--- config.mk ---
export PLATFORM = sky130hd
export DESIGN_NAME = external_power_presence_detector_flat
export DESIGN_NICKNAME = d
export VERILOG_FILES = /design/src/hdl/epd_pkg.sv /design/src/hdl/epd_in_if.sv /design/src/hdl/epd_out_if.sv /design/src/hdl/external_power_presence_detector.sv /design/src/hdl/epd_cfg.sv /design/src/hdl/epd_decide.sv /design/src/flat_wrapper.sv
export SDC_FILE = /design/constraint.sdc
export NUM_CORES = 1
export LEC_CHECK = 0
export ABC_AREA = 1
export BUFFER_PORTS_ARGS = -buffer_cell sky130_fd_sc_hd__buf_2
export CAP_MARGIN = 20
export CORE_ASPECT_RATIO = 1.5
export CORE_MARGIN = 2
export CORE_UTILIZATION = 35
export DETAILED_ROUTE_END_ITERATION = 12
export PLACE_DENSITY = 0.63
export SETUP_SLACK_MARGIN = 0.4
export SLEW_MARGIN = 20
export SYNTH_ARGS = -nofsm -noshare
export SYNTH_HDL_FRONTEND = slang
export SYNTH_SLANG_ARGS = --single-unit
--- constraint.sdc ---
create_clock -name clk_i -period 5.6 [get_ports clk_i]
set_input_delay 0.56 -clock clk_i [delete_from_list [all_inputs] [get_ports clk_i]]
set_output_delay 0.56 -clock clk_i [all_outputs]
set_load 0.1 [all_outputs]
--- src/hdl/epd_pkg.sv ---
// Package for the external power presence detector.
// Holds the word types, configuration types, register indexes and reset values.
// No dependencies.
package epd_pkg;

  typedef enum logic {
    KIND_START  = 1'b0,
    KIND_UPDATE = 1'b1
  } kind_e;

  typedef enum logic [1:0] {
    REG_POLL_INTERVAL = 2'd0,
    REG_BUS_PRESENT   = 2'd1,
    REG_BUS_ABSENT    = 2'd2,
    REG_PULSE_HOLD    = 2'd3
  } reg_idx_e;

  localparam int unsigned AddrWidth = 4;

  localparam logic [15:0] PollIntervalReset = 16'd250;
  localparam logic [15:0] BusPresentReset   = 16'd4000;
  localparam logic [15:0] BusAbsentReset    = 16'd3000;
  localparam logic [31:0] PulseHoldReset    = 32'd5000;

  typedef struct packed {
    kind_e       kind;
    logic [31:0] now_ms;
    logic        charging_in;
    logic [15:0] battery_mv_in;
    logic [15:0] bus_mv_in;
  } in_word_t;

  typedef struct packed {
    logic        external_present;
    logic [15:0] battery_mv;
    logic [15:0] bus_mv;
    logic [31:0] max_pulse_gap_ms;
  } out_word_t;

  typedef struct packed {
    logic [15:0] poll_interval_ms;
    logic [15:0] bus_present_mv;
    logic [15:0] bus_absent_mv;
    logic [31:0] pulse_hold_ms;
  } cfg_t;

endpackage

--- src/hdl/epd_in_if.sv ---
// Input channel of the external power presence detector.
// Depends on epd_pkg for the word type.
interface epd_in_if import epd_pkg::*; ();

  logic     valid;
  logic     ready;
  in_word_t data;

  modport source (output valid, output data, input ready);
  modport sink (input valid, input data, output ready);

endinterface

--- src/hdl/epd_out_if.sv ---
// Result channel of the external power presence detector.
// Depends on epd_pkg for the word type.
interface epd_out_if import epd_pkg::*; ();

  logic      valid;
  logic      ready;
  out_word_t data;

  modport source (output valid, output data, input ready);
  modport sink (input valid, input data, output ready);

endinterface

--- src/hdl/external_power_presence_detector.sv ---
// Top level of the external power presence detector.
// Depends on epd_pkg, epd_in_if, epd_out_if, epd_cfg and epd_decide.
//
// Usage:
// Input words arrive on in_if (valid/ready); each carries a kind (start or
// update), a millisecond timestamp and fresh charging, battery and bus
// readings. Every input word yields exactly one result word on out_if with
// the presence decision, the held readings and the largest pulse gap.
// A word is registered at acceptance, decided against the detector state once
// the result register is free, and then written to the result register. One
// word per cycle is sustained while the receiver takes every result; the state
// update of one word is registered at the same edge as its result, so the next
// word is decided against the updated state and no bubbles are needed.
// When the receiver stalls, the result register holds its word and the input
// register still takes one more word; after that in_if.ready drops until the
// result is taken.
// Reset clears the detector state and both valid flags and loads the
// configuration registers with their defaults. The user must write them over the
// APB port only while the block is idle; the block itself does not enforce this. pready is always high.
module external_power_presence_detector import epd_pkg::*; (
  input  logic                 clk_i,
  input  logic                 rst_ni,
  epd_in_if.sink               in_if,
  epd_out_if.source            out_if,
  input  logic                 psel,
  input  logic                 penable,
  input  logic                 pwrite,
  input  logic [AddrWidth-1:0] paddr,
  input  logic [31:0]          pwdata,
  output logic [31:0]          prdata,
  output logic                 pready
);

  cfg_t      cfg;
  in_word_t  word_q;
  logic      word_valid_q, word_valid_d;
  out_word_t result;
  out_word_t out_q;
  logic      out_valid_q, out_valid_d;
  logic      advance;
  logic      accept;

  assign pready = 1'b1;

  epd_cfg u_cfg (
    .clk_i   (clk_i),
    .rst_ni  (rst_ni),
    .psel    (psel),
    .penable (penable),
    .pwrite  (pwrite),
    .paddr   (paddr),
    .pwdata  (pwdata),
    .prdata  (prdata),
    .cfg_o   (cfg)
  );

  assign advance     = word_valid_q && (!out_valid_q || out_if.ready);
  assign in_if.ready = !word_valid_q || advance;
  assign accept      = in_if.valid && in_if.ready;

  assign word_valid_d = accept || (word_valid_q && !advance);
  assign out_valid_d  = advance || (out_valid_q && !out_if.ready);

  epd_decide u_decide (
    .clk_i    (clk_i),
    .rst_ni   (rst_ni),
    .en_i     (advance),
    .word_i   (word_q),
    .cfg_i    (cfg),
    .result_o (result)
  );

  always_ff @(posedge clk_i or negedge rst_ni) begin
    if (!rst_ni) begin
      word_valid_q <= 1'b0;
      out_valid_q  <= 1'b0;
    end else begin
      word_valid_q <= word_valid_d;
      out_valid_q  <= out_valid_d;
    end
  end

  always_ff @(posedge clk_i) begin
    if (accept) begin
      word_q <= in_if.data;
    end
    if (advance) begin
      out_q <= result;
    end
  end

  assign out_if.valid = out_valid_q;
  assign out_if.data  = out_q;

endmodule

--- src/hdl/epd_cfg.sv ---
// APB-style configuration registers of the external power presence detector.
// Depends on epd_pkg for register indexes, reset values and cfg_t.
module epd_cfg import epd_pkg::*; (
  input  logic                 clk_i,
  input  logic                 rst_ni,
  input  logic                 psel,
  input  logic                 penable,
  input  logic                 pwrite,
  input  logic [AddrWidth-1:0] paddr,
  input  logic [31:0]          pwdata,
  output logic [31:0]          prdata,
  output cfg_t                 cfg_o
);

  cfg_t     cfg_q;
  cfg_t     cfg_d;
  reg_idx_e idx;
  logic     wr_en;

  assign idx   = reg_idx_e'(paddr[AddrWidth-1:2]);
  assign wr_en = psel && penable && pwrite;

  always_comb begin
    cfg_d = cfg_q;
    if (wr_en) begin
      unique case (idx)
        REG_POLL_INTERVAL: cfg_d.poll_interval_ms = pwdata[15:0];
        REG_BUS_PRESENT:   cfg_d.bus_present_mv   = pwdata[15:0];
        REG_BUS_ABSENT:    cfg_d.bus_absent_mv    = pwdata[15:0];
        REG_PULSE_HOLD:    cfg_d.pulse_hold_ms    = pwdata;
        default:           cfg_d = cfg_q;
      endcase
    end
  end

  always_comb begin
    unique case (idx)
      REG_POLL_INTERVAL: prdata = {16'd0, cfg_q.poll_interval_ms};
      REG_BUS_PRESENT:   prdata = {16'd0, cfg_q.bus_present_mv};
      REG_BUS_ABSENT:    prdata = {16'd0, cfg_q.bus_absent_mv};
      REG_PULSE_HOLD:    prdata = cfg_q.pulse_hold_ms;
      default:           prdata = 32'd0;
    endcase
  end

  always_ff @(posedge clk_i or negedge rst_ni) begin
    if (!rst_ni) begin
      cfg_q.poll_interval_ms <= PollIntervalReset;
      cfg_q.bus_present_mv   <= BusPresentReset;
      cfg_q.bus_absent_mv    <= BusAbsentReset;
      cfg_q.pulse_hold_ms    <= PulseHoldReset;
    end else begin
      cfg_q <= cfg_d;
    end
  end

  assign cfg_o = cfg_q;

endmodule

--- src/hdl/epd_decide.sv ---
// Detector state and the combinational decision logic for one input word.
// Depends on epd_pkg for the word and configuration types.
module epd_decide import epd_pkg::*; (
  input  logic      clk_i,
  input  logic      rst_ni,
  input  logic      en_i,
  input  in_word_t  word_i,
  input  cfg_t      cfg_i,
  output out_word_t result_o
);

  logic [31:0] last_poll_q, last_poll_d;
  logic [31:0] last_pulse_q, last_pulse_d;
  logic [31:0] largest_gap_q, largest_gap_d;
  logic        trusted_q, trusted_d;
  logic        present_q, present_d;
  logic        seen_pulse_q, seen_pulse_d;
  logic        charging_q, charging_d;
  logic [15:0] battery_q, battery_d;
  logic [15:0] bus_q, bus_d;

  logic [31:0] poll_elapsed;
  logic [31:0] pulse_gap;
  logic        poll_due;
  logic        bus_high;
  logic        bus_low;
  logic        gap_in_hold;

  assign poll_elapsed = word_i.now_ms - last_poll_q;
  assign pulse_gap    = word_i.now_ms - last_pulse_q;
  assign poll_due     = poll_elapsed >= {16'd0, cfg_i.poll_interval_ms};
  assign bus_high     = word_i.bus_mv_in >= cfg_i.bus_present_mv;
  assign bus_low      = word_i.bus_mv_in < cfg_i.bus_absent_mv;
  assign gap_in_hold  = pulse_gap < cfg_i.pulse_hold_ms;

  always_comb begin
    last_poll_d   = last_poll_q;
    last_pulse_d  = last_pulse_q;
    largest_gap_d = largest_gap_q;
    trusted_d     = trusted_q;
    present_d     = present_q;
    seen_pulse_d  = seen_pulse_q;
    charging_d    = charging_q;
    battery_d     = battery_q;
    bus_d         = bus_q;
    if (word_i.kind == KIND_START) begin
      charging_d    = word_i.charging_in;
      battery_d     = word_i.battery_mv_in;
      bus_d         = word_i.bus_mv_in;
      trusted_d     = bus_high;
      present_d     = bus_high || word_i.charging_in;
      last_pulse_d  = word_i.now_ms;
      last_poll_d   = word_i.now_ms;
      largest_gap_d = 32'd0;
      seen_pulse_d  = word_i.charging_in;
    end else if (poll_due) begin
      last_poll_d = word_i.now_ms;
      charging_d  = word_i.charging_in;
      battery_d   = word_i.battery_mv_in;
      bus_d       = word_i.bus_mv_in;
      if (bus_high) begin
        trusted_d = 1'b1;
        present_d = 1'b1;
      end else if (trusted_q) begin
        if (bus_low) begin
          present_d = 1'b0;
        end
      end else if (word_i.charging_in) begin
        if (seen_pulse_q && pulse_gap > largest_gap_q && gap_in_hold) begin
          largest_gap_d = pulse_gap;
        end
        last_pulse_d = word_i.now_ms;
        seen_pulse_d = 1'b1;
        present_d    = 1'b1;
      end else if (!(seen_pulse_q && gap_in_hold)) begin
        present_d = 1'b0;
      end
    end
  end

  always_ff @(posedge clk_i or negedge rst_ni) begin
    if (!rst_ni) begin
      last_poll_q   <= 32'd0;
      last_pulse_q  <= 32'd0;
      largest_gap_q <= 32'd0;
      trusted_q     <= 1'b0;
      present_q     <= 1'b0;
      seen_pulse_q  <= 1'b0;
      charging_q    <= 1'b0;
      battery_q     <= 16'd0;
      bus_q         <= 16'd0;
    end else if (en_i) begin
      last_poll_q   <= last_poll_d;
      last_pulse_q  <= last_pulse_d;
      largest_gap_q <= largest_gap_d;
      trusted_q     <= trusted_d;
      present_q     <= present_d;
      seen_pulse_q  <= seen_pulse_d;
      charging_q    <= charging_d;
      battery_q     <= battery_d;
      bus_q         <= bus_d;
    end
  end

  always_comb begin
    result_o.external_present = present_d;
    result_o.battery_mv       = battery_d;
    result_o.bus_mv           = bus_d;
    result_o.max_pulse_gap_ms = largest_gap_d;
  end

endmodule

--- src/flat_wrapper.sv ---
// flat-port wrapper written by rule: the top's interface ports become plain ports
module external_power_presence_detector_flat import epd_pkg::*;
  (clk_i, rst_ni, psel, penable, pwrite, paddr, pwdata, prdata, pready, in_if_valid, in_if_data, in_if_ready, out_if_valid, out_if_data, out_if_ready);
  epd_in_if in_if_i ();
  epd_out_if out_if_i ();
  input  logic clk_i;
  input  logic rst_ni;
  input  logic psel;
  input  logic penable;
  input  logic pwrite;
  input  logic [AddrWidth-1:0] paddr;
  input  logic [31:0] pwdata;
  output logic [31:0] prdata;
  output logic pready;
  input wire logic [$bits(in_if_i.valid)-1:0] in_if_valid;
  input wire logic [$bits(in_if_i.data)-1:0] in_if_data;
  output wire logic [$bits(in_if_i.ready)-1:0] in_if_ready;
  output wire logic [$bits(out_if_i.valid)-1:0] out_if_valid;
  output wire logic [$bits(out_if_i.data)-1:0] out_if_data;
  input wire logic [$bits(out_if_i.ready)-1:0] out_if_ready;
  assign in_if_i.valid = in_if_valid;
  assign in_if_i.data = in_if_data;
  assign in_if_ready = in_if_i.ready;
  assign out_if_valid = out_if_i.valid;
  assign out_if_data = out_if_i.data;
  assign out_if_i.ready = out_if_ready;
  external_power_presence_detector u_core (.clk_i(clk_i), .rst_ni(rst_ni), .in_if(in_if_i), .out_if(out_if_i), .psel(psel), .penable(penable), .pwrite(pwrite), .paddr(paddr), .pwdata(pwdata), .prdata(prdata), .pready(pready));
endmodule
==> impl_metrics.yaml <==
min_path:
  hold_class: "input pin to asynchronous set/reset pin"
outcome:
  status: "complete, no violations"
synth:
  ys_ff_latch: 344
  synth_area_per_cell_um2: 7.979
  yosys.cell_count.top_type: "nand2_1"
  dominantRegCellSynth: "dfrtp_1"
  ys_warn_count: 0
  synthCells: 2647
  synth-edff-count: 131
  synth_fp_nets: 2930
  synth_area_leader_cell: "dfrtp_1"
  yosys-top-cells-count: "nand2_1 (716), inv_1 (469), nor2_1 (204)"
  synth_top_area_frac: 0.2239
  postSynth.asyncResetShare: 0.6192
  syn_area_um2: 21120
  synth.yosys.seq_area_share: 0.4400
  synth_cell_type_count: 51
  synth_area_leaders: "dfrtp_1 (22%), edfxtp_1 (19%), nand2_1 (13%)"
drt:
  viasPerCell: 4.833
  routed.top_layer: "met4"
  num_vias: 17630
  wirelength_mm: 59.26
  drt_iter0_markers: 1063
  antenna_left: 0
  dr.pass1.iters: 5
  wl_met2_mm: 30.11
  drc_errors: 0
  wl_met3_mm: 2.458
  wl_per_cell_um: 16.24
  wl_met1_mm: 23.21
global_routing:
  grt_pass1_vias: 17470
  grt_pass1_wl_mm: 93.07
  grt_max_degree: 125
  grt-ovfl-total: 0
  grt_usage: 0.1911
  antenna_found_initial: 0
setup_path:
  max_stage_delay_ns: 0.39
  crit_path_top_delay_cell: "edfxtp_1"
  cp_common_cell: "nand2_1"
  path_max_fanout: 22
  critPathRequiredTime_ns: 5.90
  cp-end-kind: "flip-flop"
  worstPathArrival_ns: 5.08
  crit_path_start_kind: "flip-flop"
  critPathKind: "flip-flop to flip-flop"
timing:
  min_period_over_period: 0.8547
  finalSetupViolations: 0
  drv_slew: 0
  worst_hold_slack_ns: 0.01750
  fin_worst_skew_ns: 0.03009
  relSlewSlack: 0.3472
  fmax_mhz: 208.9
  rsz0062_at_grt: "no"
  tightest_slew_ns: 0.9768
  fin_ws_ns: 0.8138
  finalHoldViolations: 0
  fin_tns_setup_ns: 0
  fin_crit_ns: 4.786
layout:
  final_cell_count_no_fill: 3648
  syn_to_final_growth_pct: 14.22
  nFillCells: 6197
  utilization: 0.4029
  fin_area_um2: 24120
  final_nets: 3119
  antenna_cells: 0
  drive_gt1_frac: 0.1299
power_and_ir_drop:
  ir_worst_vdd_v: 0.0001894
  leakage_nw: 12.44
  power_mw: 9.549
  powerDensity_nw_per_um2: 395.8
job:
  cap_viol_max_count: 0
die:
  ios: 209
  chipHeight_um: 304.9
  die_w_um: 204.6
  row_count: 110
  initial_core_util: 0.3528
  fp.coreArea_um2: 59870
  fp.dieArea_um2: 62370
cts:
  cts.sinks: 344
  insertion_delay_ns: 0.56
  clkTransAtPathRegs_ns: 0.06
  cts_setup_buffers: 0
  cts_hold_buf: 0
  cts_tree: "done"
  clockBufferDepth: 3
  cts-buffers-inserted: 39
  h-tree-depth: 2
  cts-root-buf: "clkbuf_16"
place:
  post_dp_cell_area_um2: 22870
  dp.cells: 3579
  dp_hpwl_mm: 45.76
  pre_cts_slack_ns: 0.5673
  gp_congestion: 0.9337
  io_buffers: 205
## power breakdown
group	switching, mW	leakage [nW]	total (mW)	internal (mW)
Clock	1.07	0.608	2.49	1.42
Sequential	0.202	3.84	3.22	3.02
Combinational	2.67	7.99	3.84	1.17
Total	3.94	12.4	9.55	5.61
## placed cells by master (no fill, tap or decap), drive strengths merged, types with 3 or more instances in the layout
master,count
nand3,64
a31oi,4
or2,5
nor2,208
a21oi,185
inv,472
and3,34
a21boi,4
edfxtp,131
xor2,35
xnor2,4
nand4,89
o21bai,5
nor3,13
ha,172
buf,222
nor4,3
nand2,721
o2111ai,15
clkinv,12
dfrtp,189
dfstp,24
o21ai,172
o21a,4
clkbuf,54
and2,5
## registers in the layout, summed over array words and instances (netlist names)
signal and flops:
u_core.u_decide.seen_pulse_q 1, u_core.word_valid_q 1, u_core.u_decide.battery_q 16, u_core.u_decide.present_q 1, u_core.out_if.data 65, u_core.out_if.valid 1
u_core.u_decide.trusted_q 1, u_core.u_cfg.cfg_o 80, u_core.u_decide.last_pulse_q 32, u_core.u_decide.last_poll_q 32, u_core.u_decide.bus_q 16, u_core.u_decide.largest_gap_q 32
u_core.word_q 66
## critical path: cells and delay by family, from the launching register on
family / cells / cell delay [ns]
compound gates: 3 / 0.65
fa+ha+maj: 3 / 0.70
buf+inv: 5 / 0.66
flops: 1 / 0.39
simple gates: 14 / 2.09
## repair_timing
| action | 4_1_cts | 5_1_grt |
|---|---|---|
| hold endpoints to repair | 0 | 0 |
| setup endpoints to repair | 0 | 64 |
| gates resized for setup | 0 | 5 |
## metal layers
| metal | track usage | up-vias |
|---|---|---|
| li1 | - | 8931 |
| met1 | 0.2135 | 8167 |
| met2 | 0.3460 | 397 |
| met3 | 0.02438 | 137 |
| met4 | 0.1068 | 0 |
| met5 | 0 | - |
## final cells by class
| class | count | area [µm²] | area share |
|---|---|---|---|
| sequential | 344 | 9294 | 0.3852 |
| clock buffer | 54 | 1134 | 0.04699 |
| multi-input combinational | 1758 | 9646 | 0.3998 |
| timing repair buffer | 222 | 1201 | 0.04979 |
| clock inverter | 15 | 97.59 | 0.004045 |
| inverter | 471 | 1772 | 0.07344 |
| tap | 784 | 980.9 | 0.04066 |
## cell families (layout without fill, tap and decap cells)
group | count (synthesis) | count (layout) | synth area share
xor gates and xnor gates | 39 | 39 | 0.01617
buffers and inverters | 545 | 762 | 0.1048
other | 1 | 1 | 0.0001775
adders and majority gates | 174 | 174 | 0.1038
DFF | 344 | 344 | 0.4400
AOI/OAI and AO/OA | 398 | 398 | 0.1072
and+or+nand+nor | 1146 | 1146 | 0.2279
## worst paths after layout
| path | start | end | slack (ns) | depth (start not counted) |
|---|---|---|---|---|
| setup / recovery | u_core.word_q[33] | u_core.out_if.data[27] | 0.81 | 25 |
| hold / removal | rst_ni | u_core.u_cfg.cfg_o[6] | 0.02 | 1 |
| setup reg to reg | u_core.word_q[33] | u_core.out_if.data[27] | 0.81 | 25 |
| hold reg to reg | u_core.u_decide.largest_gap_q[21] | u_core.u_decide.largest_gap_q[21] | 0.48 | 2 |
| max in group asynchronous | rst_ni | u_core.u_decide.largest_gap_q[29] | 4.35 | 2 |
| min in group clk_i | in_if_data[58] | u_core.word_q[58] | 0.17 | 1 |
Power figures use the tool's default switching activity.
